<file path="config.mk">
export PLATFORM = sky130hd
export DESIGN_NAME = shuffled_lcg_random_generator
export DESIGN_NICKNAME = d
export VERILOG_FILES = /design/src/rtl/slrg_pkg.sv /design/src/rtl/slrg_ucode_rom.sv /design/src/rtl/slrg_sequencer.sv /design/src/rtl/slrg_datapath.sv /design/src/rtl/shuffled_lcg_random_generator.sv
export SDC_FILE = /design/constraint.sdc
export NUM_CORES = 2
export LEC_CHECK = 0
export BUFFER_PORTS_ARGS = -buffer_cell sky130_fd_sc_hd__buf_4
export CAP_MARGIN = 20
export CORE_UTILIZATION = 45
export DETAILED_ROUTE_END_ITERATION = 16
export GPL_ROUTABILITY_DRIVEN = 0
export RECOVER_POWER = 25
export SYNTH_ARGS = -nofsm -noshare
export SYNTH_HDL_FRONTEND = slang
export SYNTH_SLANG_ARGS = --single-unit
</file>
<file path="constraint.sdc">
create_clock -name clk -period 6.75 [get_ports clk]
set_clock_uncertainty 0.2 [all_clocks]
set_input_delay 1.35 -clock clk [delete_from_list [all_inputs] [get_ports clk]]
set_output_delay 1.35 -clock clk [all_outputs]
set_load 0.02 [all_outputs]
</file>
<file path="src/rtl/slrg_pkg.sv">
// shared types, constants and arithmetic helpers of the shuffled random generator
package slrg_pkg;

	localparam int TableDepth = 32;
	localparam int IDX_W      = $clog2(TableDepth);
	localparam int VAL_W      = 31;
	localparam int LCG_W      = 32;
	localparam int MULT_W     = 15;
	localparam int PROD_W     = VAL_W + MULT_W;
	localparam int CNT_W      = 6;
	localparam int STEP_W     = 4;

	localparam logic [MULT_W-1:0] MULT      = 15'd16807;
	localparam logic [VAL_W-1:0]  MODULUS   = 31'h7FFF_FFFF;
	localparam logic [CNT_W-1:0]  WARM_LAST = 6'd39;

	// program addresses
	localparam logic [STEP_W-1:0] ST_IDLE  = 4'd0;
	localparam logic [STEP_W-1:0] ST_DISP  = 4'd1;
	localparam logic [STEP_W-1:0] ST_WINIT = 4'd2;
	localparam logic [STEP_W-1:0] ST_WMUL  = 4'd3;
	localparam logic [STEP_W-1:0] ST_WRED  = 4'd4;
	localparam logic [STEP_W-1:0] ST_WRD0  = 4'd5;
	localparam logic [STEP_W-1:0] ST_WSET  = 4'd6;
	localparam logic [STEP_W-1:0] ST_GMUL  = 4'd7;
	localparam logic [STEP_W-1:0] ST_SWAP  = 4'd8;

	typedef enum logic [2:0] {
		OP_NONE,
		OP_WARM_INIT,
		OP_MUL,
		OP_WARM_STORE,
		OP_READ0,
		OP_WARM_DONE,
		OP_MUL_READ,
		OP_SWAP
	} op_t;

	typedef enum logic [1:0] {
		C_ALWAYS,
		C_NO_GEN,
		C_WARMED,
		C_CNT_MORE
	} cond_t;

	typedef struct packed {
		logic              busy;
		op_t               op;
		cond_t             cond;
		logic [STEP_W-1:0] target;
	} uword_t;

	typedef struct packed {
		logic warmed;
		logic cnt_more;
	} dp_status_t;

	// 16807*v mod (2^31-1) from the full product: fold high part onto low part
	function automatic logic [VAL_W-1:0] mod_reduce(input logic [PROD_W-1:0] prod);
		logic [VAL_W:0] sum;
		sum = {1'b0, prod[VAL_W-1:0]} + (VAL_W+1)'(prod[PROD_W-1:VAL_W]);
		if (sum >= {1'b0, MODULUS}) begin
			sum = sum - {1'b0, MODULUS};
		end
		return sum[VAL_W-1:0];
	endfunction

	// stored lcg value after a seed request
	function automatic logic [LCG_W-1:0] seed_to_lcg(input logic [LCG_W-1:0] seed);
		logic [LCG_W-1:0] mag;
		logic [LCG_W-1:0] neg;
		mag = seed[LCG_W-1] ? (~seed + 1'b1) : seed;
		neg = ~mag + 1'b1;
		if (neg == '0) begin
			neg = '1;
		end
		return neg;
	endfunction

	// starting value of warm-up; zero or negative falls back to one
	function automatic logic [VAL_W-1:0] warm_start(input logic [LCG_W-1:0] lcg);
		logic [LCG_W-1:0] v;
		v = ~lcg + 1'b1;
		if (v == '0 || v[LCG_W-1]) begin
			v = LCG_W'(1);
		end
		return v[VAL_W-1:0];
	endfunction

endpackage

</file>
<file path="src/rtl/slrg_ucode_rom.sv">
// control program of the generator, one control word per step
module slrg_ucode_rom (
	input  logic [slrg_pkg::STEP_W-1:0] step,
	output slrg_pkg::uword_t            uword
);
	import slrg_pkg::*;

	always_comb begin
		case (step)
			ST_IDLE:  uword = '{busy: 1'b0, op: OP_NONE,       cond: C_NO_GEN,   target: ST_IDLE};
			ST_DISP:  uword = '{busy: 1'b1, op: OP_NONE,       cond: C_WARMED,   target: ST_GMUL};
			ST_WINIT: uword = '{busy: 1'b1, op: OP_WARM_INIT,  cond: C_ALWAYS,   target: ST_WMUL};
			ST_WMUL:  uword = '{busy: 1'b1, op: OP_MUL,        cond: C_ALWAYS,   target: ST_WRED};
			ST_WRED:  uword = '{busy: 1'b1, op: OP_WARM_STORE, cond: C_CNT_MORE, target: ST_WMUL};
			ST_WRD0:  uword = '{busy: 1'b1, op: OP_READ0,      cond: C_ALWAYS,   target: ST_WSET};
			ST_WSET:  uword = '{busy: 1'b1, op: OP_WARM_DONE,  cond: C_ALWAYS,   target: ST_GMUL};
			ST_GMUL:  uword = '{busy: 1'b1, op: OP_MUL_READ,   cond: C_ALWAYS,   target: ST_SWAP};
			ST_SWAP:  uword = '{busy: 1'b1, op: OP_SWAP,       cond: C_ALWAYS,   target: ST_IDLE};
			default:  uword = '{busy: 1'b1, op: OP_NONE,       cond: C_ALWAYS,   target: ST_IDLE};
		endcase
	end

endmodule

</file>
<file path="src/rtl/slrg_sequencer.sv">
// step counter with conditional jumps driven by the control word
module slrg_sequencer (
	input  logic                        clk,
	input  logic                        arst_n,
	input  logic                        start,
	input  logic                        kind,
	input  slrg_pkg::uword_t            uword,
	input  slrg_pkg::dp_status_t        status,
	output logic [slrg_pkg::STEP_W-1:0] step
);
	import slrg_pkg::*;

	logic [STEP_W-1:0] step_q;
	logic              taken;

	always_comb begin
		case (uword.cond)
			C_ALWAYS:   taken = 1'b1;
			C_NO_GEN:   taken = !(start && kind);
			C_WARMED:   taken = status.warmed;
			C_CNT_MORE: taken = status.cnt_more;
			default:    taken = 1'b1;
		endcase
	end

	always_ff @(posedge clk or negedge arst_n) begin
		if (!arst_n) begin
			step_q <= ST_IDLE;
		end else begin
			step_q <= taken ? uword.target : step_q + 1'b1;
		end
	end

	assign step = step_q;

endmodule

</file>
<file path="src/rtl/slrg_datapath.sv">
// generator registers, modular multiplier and shuffle table
module slrg_datapath (
	input  logic                       clk,
	input  logic                       arst_n,
	input  slrg_pkg::op_t              op,
	input  logic                       seed_req,
	input  logic [slrg_pkg::LCG_W-1:0] seed_value,
	output slrg_pkg::dp_status_t       status,
	output logic                       done,
	output logic [slrg_pkg::VAL_W-1:0] random_value
);
	import slrg_pkg::*;

	logic [LCG_W-1:0]  lcg_q;
	logic [VAL_W-1:0]  last_q;
	logic              warmed_q;
	logic [CNT_W-1:0]  cnt_q;
	logic              done_q;
	logic [PROD_W-1:0] prod_q;
	logic [VAL_W-1:0]  rd_q;
	logic [VAL_W-1:0]  tbl_mem [TableDepth];

	logic [VAL_W-1:0] reduced;
	logic [IDX_W-1:0] swap_idx;
	logic             wr_en;
	logic [IDX_W-1:0] wr_addr;
	logic             rd_en;
	logic [IDX_W-1:0] rd_addr;

	assign reduced  = mod_reduce(prod_q);
	// top bits of the last value pick the table slot
	assign swap_idx = last_q[VAL_W-1 -: IDX_W];

	always_comb begin
		wr_en   = 1'b0;
		wr_addr = swap_idx;
		rd_en   = 1'b0;
		rd_addr = swap_idx;
		case (op)
			OP_WARM_STORE: begin
				// first eight warm-up steps only advance the generator
				wr_en   = (cnt_q < CNT_W'(TableDepth));
				wr_addr = cnt_q[IDX_W-1:0];
			end
			OP_SWAP:     wr_en = 1'b1;
			OP_READ0: begin
				rd_en   = 1'b1;
				rd_addr = '0;
			end
			OP_MUL_READ: rd_en = 1'b1;
			default: begin
			end
		endcase
	end

	always_ff @(posedge clk) begin
		if (wr_en) begin
			tbl_mem[wr_addr] <= reduced;
		end
		if (rd_en) begin
			rd_q <= tbl_mem[rd_addr];
		end
	end

	always_ff @(posedge clk) begin
		if (op == OP_MUL || op == OP_MUL_READ) begin
			prod_q <= PROD_W'(MULT) * PROD_W'(lcg_q[VAL_W-1:0]);
		end
	end

	always_ff @(posedge clk or negedge arst_n) begin
		if (!arst_n) begin
			lcg_q    <= '0;
			last_q   <= '0;
			warmed_q <= 1'b0;
			cnt_q    <= '0;
			done_q   <= 1'b0;
		end else begin
			done_q <= 1'b0;
			if (seed_req) begin
				lcg_q    <= seed_to_lcg(seed_value);
				last_q   <= '0;
				warmed_q <= 1'b0;
			end else begin
				case (op)
					OP_WARM_INIT: begin
						lcg_q <= {1'b0, warm_start(lcg_q)};
						cnt_q <= WARM_LAST;
					end
					OP_WARM_STORE: begin
						lcg_q <= {1'b0, reduced};
						cnt_q <= cnt_q - 1'b1;
					end
					OP_WARM_DONE: begin
						last_q   <= rd_q;
						warmed_q <= 1'b1;
					end
					OP_SWAP: begin
						lcg_q  <= {1'b0, reduced};
						last_q <= rd_q;
						done_q <= 1'b1;
					end
					default: begin
					end
				endcase
			end
		end
	end

	assign status.warmed   = warmed_q;
	assign status.cnt_more = (cnt_q != '0);
	assign done            = done_q;
	assign random_value    = last_q;

endmodule

</file>
<file path="src/rtl/shuffled_lcg_random_generator.sv">
// top level of the shuffled minimal-standard random generator
//
// channel   direction  strobe / handshake        payload
// request   in         start high, busy low      kind, seed_value
// result    out        done high for one cycle   random_value
//
// a seed request gives no result
// once warmed up, a generate request does one multiply and one
// fold-and-subtract step per generator advance plus the table read and swap
// the first generate after a seed or reset adds a warm-up of 40 advances
// done rises in the cycle after the last step, when busy is already low again
// reset clears the generator and control state; the result side cannot stall
module shuffled_lcg_random_generator (
	input  logic                            clk,
	input  logic                            arst_n,
	input  logic                            start,
	output logic                            busy,
	input  logic                            kind,
	input  logic signed [slrg_pkg::LCG_W-1:0] seed_value,
	output logic                            done,
	output logic [slrg_pkg::VAL_W-1:0]      random_value
);
	import slrg_pkg::*;

	logic [STEP_W-1:0] step;
	uword_t            uword;
	dp_status_t        status;
	logic              seed_req;

	assign busy     = uword.busy;
	assign seed_req = start && !uword.busy && !kind;

	slrg_ucode_rom u_rom (
		.step  (step),
		.uword (uword)
	);

	slrg_sequencer u_seq (
		.clk    (clk),
		.arst_n (arst_n),
		.start  (start),
		.kind   (kind),
		.uword  (uword),
		.status (status),
		.step   (step)
	);

	slrg_datapath u_dp (
		.clk          (clk),
		.arst_n       (arst_n),
		.op           (uword.op),
		.seed_req     (seed_req),
		.seed_value   (seed_value),
		.status       (status),
		.done         (done),
		.random_value (random_value)
	);

endmodule

</file>
Word level (Yosys, flattened, before mapping)

Memory sizes are Yosys's and may differ from the RTL's. A register that Yosys moved wholly into a read port is not among the register bits.
Index checks and enable logic that the tools add are counted.

Register bits: 121
Bits in writable memories: 992
ROM bits: 160
Output and inout bits: 33
Memories: 2

Add/subtract/negate cells: 7
$mul: 1
Magnitude comparators: 2
Equality and inequality tests: 10
Muxes and demuxes: 21
Bitwise operators: 4
Reduce and logical (&&, ||, !) cells: 20

Memory list:

| name             | depth | bits a word | rd ports | clocked after memory_dff | wr ports | RTL line            | text |
|---|---|---|---|---|---|---|---|
| u_dp.tbl_mem     | 32    | 31          | 1        | 1                        | 1        | slrg_datapath.sv:21 | `logic [VAL_W-1:0] tbl_mem [TableDepth];` |
| (name not given) | 16    | 10          | 1        | 0                        | 0        | slrg_ucode_rom.sv:9 | `case (step)` |

Operators with widths:

| operator                                                                 | number |
|---|---|
| 31-bit two-way mux                                                       | 4 |
| 32-bit by 1-bit adder with 32-bit output (second input constant)         | 3 |
| 32-bit two-way mux                                                       | 3 |
| 32-bit NOT                                                               | 3 |
| 32-bit logical NOT                                                       | 2 |
| 32-bit case mux with 2 select lines                                      | 1 |
| 15-bit by 31-bit multiplier with 46-bit output (first input constant)    | 1 |
| 31-bit by 15-bit adder with 32-bit output                                | 1 |
| 32-bit by 31-bit >= comparator with 1-bit output (second input constant) | 1 |
| 31-bit subtractor (second input constant)                                | 1 |
| 3-bit == test (second input constant)                                    | 4 |
| 6-bit case mux with 2 select lines                                       | 1 |
| 5-bit two-way mux                                                        | 2 |
| 1-bit two-way mux                                                        | 7 |
| 3-bit by 2-bit == test with 1-bit output (second input constant)         | 2 |
| 6-bit < comparator (second input constant)                               | 1 |
| 2-bit nonzero test                                                       | 3 |
| 6-bit nonzero test                                                       | 1 |
| 2-bit OR reduction                                                       | 3 |
| 6-bit by 1-bit subtractor with 6-bit output (second input constant)      | 1 |
| 4-bit by 1-bit adder with 4-bit output (second input constant)           | 1 |
| 2-bit == test (second input constant)                                    | 2 |
| 4-bit two-way mux                                                        | 1 |
| 1-bit case mux with 4 select lines                                       | 1 |
| other kinds (10)                                                         | 15 |

Logic depth before layout (Yosys ltp)

Depth after elaboration: 8
Gate-level depth with buffers: 25
Mapped depth without buffers: 24

Hierarchy

A second synthesis with hierarchy kept.

Cell total of the unflattened synthesis: 4396
Area, all modules: 56992.2 µm²

By module, submodules not included:

| module                        | instances | cells an instance | area an instance (µm²) | seq. area each (µm²) |
|---|---|---|---|---|
| slrg_datapath                 | 1         | 4349              | 56559.2                | 33877.5 |
| slrg_sequencer                | 1         | 17                | 221.5                  | 100.1 |
| slrg_ucode_rom                | 1         | 29                | 198.9                  | 0.0 |
| shuffled_lcg_random_generator | 1         | 1                 | 12.5                   | 0.0 |

Worst setup path after synthesis

No wires, ideal clock.

Path type: flip-flop to flip-flop
Start point: register u_dp.lcg_q[14]
End point: register u_dp.prod_q[45] (data pin)
Data arrival time: 6.095 ns
Data required time: 6.295 ns
Slack: 0.201 ns
Cell stages (with the launch flop): 25
Clock period less this slack: 6.549 ns
Path through: dfrtp_1 -> inv_1 -> fa_1 -> inv_1 -> ha_1 -> fa_1 -> inv_1 -> fa_1 -> inv_1 -> fa_1 -> inv_1 -> fa_1 -> inv_1 -> ha_1 -> and4_1 -> a41oi_1 -> o21ai_0 -> a21oi_1 -> a31oi_1 -> a31o_2 -> a31o_2 -> a311oi_1 -> o31a_1 -> o21ai_0 -> and2_1

Word-level cells in the longest chain between the ends: 1

RTL lines:

| what                                           | RTL line            | text |
|---|---|---|
| start: declaration                             | slrg_datapath.sv:14 | `logic [LCG_W-1:0] lcg_q;` |
| start signal: assignment                       | slrg_datapath.sv:81 | `lcg_q <= seed_to_lcg(seed_value);` |
| start signal: assignment                       | slrg_datapath.sv:87 | `lcg_q <= {1'b0, warm_start(lcg_q)};` |
| start signal: assignment                       | slrg_datapath.sv:91 | `lcg_q <= {1'b0, reduced};` |
| 15-bit by 31-bit multiplier with 46-bit output | slrg_datapath.sv:67 | `prod_q <= PROD_W'(MULT) * PROD_W'(lcg_q[VAL_W-1:0]);` |
| end signal: assignment                         | slrg_datapath.sv:67 |  |
| end: declaration                               | slrg_datapath.sv:19 | `logic [PROD_W-1:0] prod_q;` |

No other way between the ends.
A chain may end at the register's enable or synchronous reset.

Final worst setup path

Start point: register u_seq.step_q[0], in the netlist u_seq.step[0]
End point: memory u_dp.tbl_mem[9][7] (enable)

Word-level cells in the longest chain between the ends: 5

RTL lines:

| what                                                                             | RTL line             | text |
|---|---|---|
| start: declaration                                                               | slrg_sequencer.sv:13 | `logic [STEP_W-1:0] step_q;` |
| start signal: assignment                                                         | slrg_sequencer.sv:30 | `step_q <= taken ? uword.target : step_q + 1'b1;` |
| memory read 16 x 10 bit (*)                                                      | -                    |  |
| 3-bit == test / 3-bit by 2-bit == test with 1-bit output (equally long branches) | slrg_datapath.sv:39  | `case (op)` |
| 1-bit case mux with 2 select lines                                               | slrg_datapath.sv:39  |  |
| 1-bit two-way mux                                                                | slrg_datapath.sv:57  | `if (wr_en) begin` |
| 1-bit two-way mux (not written as such)                                          | slrg_datapath.sv:58  | `tbl_mem[wr_addr] <= reduced;` |
| end: declaration                                                                 | slrg_datapath.sv:21  |  |

Mark *: on every way between the ends. The rest lies on a longest branch, timed or not.

==> impl_results.rst <==
.. list-table::
   :header-rows: 1

   * - Metric
     - Value
   * - Critical path start-end classification
     - flop to flop
   * - Worst endpoint required time
     - 6.97 ns
   * - Post-Layout Cell Count
     - 6206
   * - Utilization after layout
     - 51.2%
   * - Number of enable-type register cells in the synthesized netlist
     - 1069
   * - Area growth syn-to-layout
     - 12.3%
   * - Aggregate global routing overflow
     - 0
   * - Width of the die
     - 360 um
   * - Placed instance count
     - 5980
   * - Worst rel slew slack
     - -145%
   * - Antenna-violating nets left
     - 0
   * - HPWL after detailed placement
     - 98700 um
   * - Count of endpoints failing hold in the final timing report
     - 0
   * - Run status
     - finished with violations
   * - Final Routed Wirelength
     - 158000 um
   * - TritonCTS clock tree
     - done
   * - Number of buffers inserted during clock tree synthesis
     - 116
   * - Max Cap Viol
     - 18
   * - Final Max Slew Viols
     - 589
   * - Wire length per cell
     - 25.4 um
   * - Clk Latency, worst-skew pair
     - 0.73 ns
   * - Worst reg2reg startpoint
     - u_seq.step[0]
   * - Area fraction of the dominant cell type after synthesis
     - 55.8%
   * - Via count of the routed design
     - 36000
   * - Number of ports placed on the die boundary
     - 69
   * - Type of origin of the critical path
     - flop
   * - Largest net degree at the start of global routing
     - 205
   * - Hold path start
     - u_dp.rd_q[27]
   * - Endpoint arrival time on the critical path
     - 6.77 ns
   * - Most used DFF post-synth
     - edfxtp_1
   * - First-pass detailed-route iteration total
     - 6
   * - Die H
     - 360 um
   * - Total Nets Final
     - 4864
   * - Syn_area_per_cell
     - 13.3 um2
   * - Commonest cells in the synthesized netlist
     - 1069 x edfxtp_1, 413 x nand2_1, 386 x nor2_1
   * - Most frequent cell after synthesis
     - edfxtp_1
   * - Remaining routing DRC violations
     - 0
   * - Max clock buf depth
     - 3
   * - First-pass GRT wire length
     - 232000 um
   * - Fillcell total
     - 10700
   * - Largest cells by area after synthesis
     - edfxtp_1 56%, mux4_2 7.3%, ha_1 5.3%
   * - Core area
     - 126000 um2
   * - Number of synthesis warnings
     - 0
   * - Hold buffers post-CTS
     - 0
   * - Clk sink count
     - 1144
   * - Layout cell share with drive strength beyond 1
     - 14.8%
   * - Post-synthesis register bit count
     - 1144
   * - Initial cell density of the core
     - 45.6%
   * - CTS Root Cell
     - clkbuf_16
   * - Worst hold slack
     - 0.211 ns
   * - Cell type with the highest aggregate area in the netlist
     - edfxtp_1
   * - Global-route usage over all layers
     - 24.3%
   * - # setup viols final
     - 0
   * - Quantity of I/O buffers inserted on ports
     - 68
   * - Standard-cell row count
     - 130
   * - Fmax achieved
     - 0.153 GHz
   * - Synthesized area
     - 57500 um2
   * - Vias in the first global route
     - 35200
   * - Number of instances in the synthesized netlist
     - 4318
   * - Floorplan die area
     - 129000 um2
   * - Path type of the worst min-delay path
     - flop to flop
   * - Share of synthesized flip-flops with an asynchronous set or reset
     - 6.56%
   * - Number of antenna violations at the first check in global routing
     - 6
   * - Time the final worst path needs with I/O delays and setup
     - 6.55 ns
   * - Worst slew pin tran
     - 3.68 ns
   * - Vias/cell
     - 5.80
   * - Sequential cell area fraction in the yosys report
     - 59.1%
   * - Violations in the final reports
     - capacitance limit, slew limit
   * - Unrepaired setup endpoints after global routing
     - no
   * - Clock-pin slew of the registers on the worst-case setup and hold paths
     - 0.06 ns
   * - Deepest level of the CTS H-tree
     - 3
   * - Period utilisation layout
     - 97.0%
   * - Maximum fanout along the worst path
     - 28
   * - Launch point of the worst path
     - u_seq.step[0]
   * - DRC violation total after the first TritonRoute iteration
     - 3706
   * - Net Count, Synth
     - 4730
   * - Count of distinct cell types in the synthesized netlist
     - 81
   * - Crit path capture type
     - flop
## layout by cell type, fill, tap and decap left out, types with 17 or more instances in the layout
cell       instances
clkinv_2          27
dfrtp_1           74
nand4_1           23
a21oi_1          102
or3_1             24
clkinv_1          28
nor4_1            17
buf_4            162
clkbuf_1          62
nand2b_1          19
ha_1             239
nand3_1           54
and3_1            18
inv_1            322
nor3_1            37
o22ai_1           28
clkbuf_16        116
mux2_2            34
mux4_2           186
nand2_1          410
edfxtp_1        1069
fa_1             134
a21o_1            24
o211ai_1         138
xor2_1            48
o21ai_0          335
xnor2_1          102
nor2_1           367
## final timing paths
kind                            slack (ns)  cells after the start                    end
worst max-delay path                  0.20                     10     u_dp.tbl_mem[9][7]
worst min-delay path                  0.21                      2  u_dp.random_value[27]
worst max register to register        0.20                     10     u_dp.tbl_mem[9][7]
worst min register to register        0.21                      2  u_dp.random_value[27]
max in group asynchronous             1.00                      2         u_dp.lcg_q[12]
min in group asynchronous             0.96                      1   u_dp.random_value[7]
## area by class of cell
class | count | area, um2 | share of cell area [%]
clock inverter | 82 | 783 | 1.21
clock buffer | 136 | 3010 | 4.66
multi-input combinational | 2637 | 21800 | 33.8
tap | 1650 | 2060 | 3.20
sequential | 1144 | 34000 | 52.6
timing repair buffer | 229 | 1710 | 2.64
inverter | 324 | 1220 | 1.88
antenna | 4 | 10.0 | 0.0155
## metal layers
metal	wire (um)	track usage [%]	vias up
li1	-	-	16200
met1	68500	34.3	18300
met2	73300	38.6	1266
met3	11400	4.39	238
met4	4240	6.86	4
met5	25	0	-
## stage by stage
step,TNS (ns),setup slack [ns],area (um2)
6_report,0,0.200,64600
3_3_place_gp,0,0.165,61100
2_1_floorplan,0,0.201,57500
5_1_grt,0,0.0122,64600
4_1_cts,-0.00895,-0.00583,64900
3_5_place_dp,0,0.0255,61100
## timing repair
item	in CTS	in global routing
gates resized for setup	1	21
endpoints found under the hold margin	0	0
pin swaps	0	8
setup endpoints to repair	3	10
setup buffers	0	4
## worst max-delay path, stage by stage, from the launching register on
cell and delay [ns]:
dfrtp_1 0.52, inv_1 0.24, ha_1 0.44, inv_1 0.14, mux2i_1 0.16, o31a_1 0.33, clkbuf_1 0.75, or3b_1 0.84
nor2_1 0.98, clkbuf_1 1.28, buf_4 0.37
## cell families (layout without fill, tap and decap cells)
logic type / Yosys count / after routing / share of synthesized area (%)
flip-flops: 1144 / 1144 / 59.1
AND/OR/NAND/NOR: 1077 / 1077 / 8.26
AO/OA/AOI/OAI: 794 / 794 / 8.61
buffers and inverters: 537 / 771 / 3.57
adder cells (fa/ha/maj): 376 / 376 / 9.93
multiplexers: 229 / 229 / 8.10
XOR/XNOR: 161 / 161 / 2.48
other: 0 / 4 / 0
## flip-flops by register name, indices dropped and copies added, names as in the netlist
signal / flops
u_dp.tbl_mem: 992
u_dp.prod_q: 46
u_dp.lcg_q: 32
u_dp.random_value: 31
u_dp.rd_q: 31
u_dp.cnt_q: 6
u_seq.step: 4
u_dp.done: 1
u_dp.warmed_q: 1
Power is not shown: default switching activity piles up to over one toggle a cycle in this logic, so the estimate is an artifact.
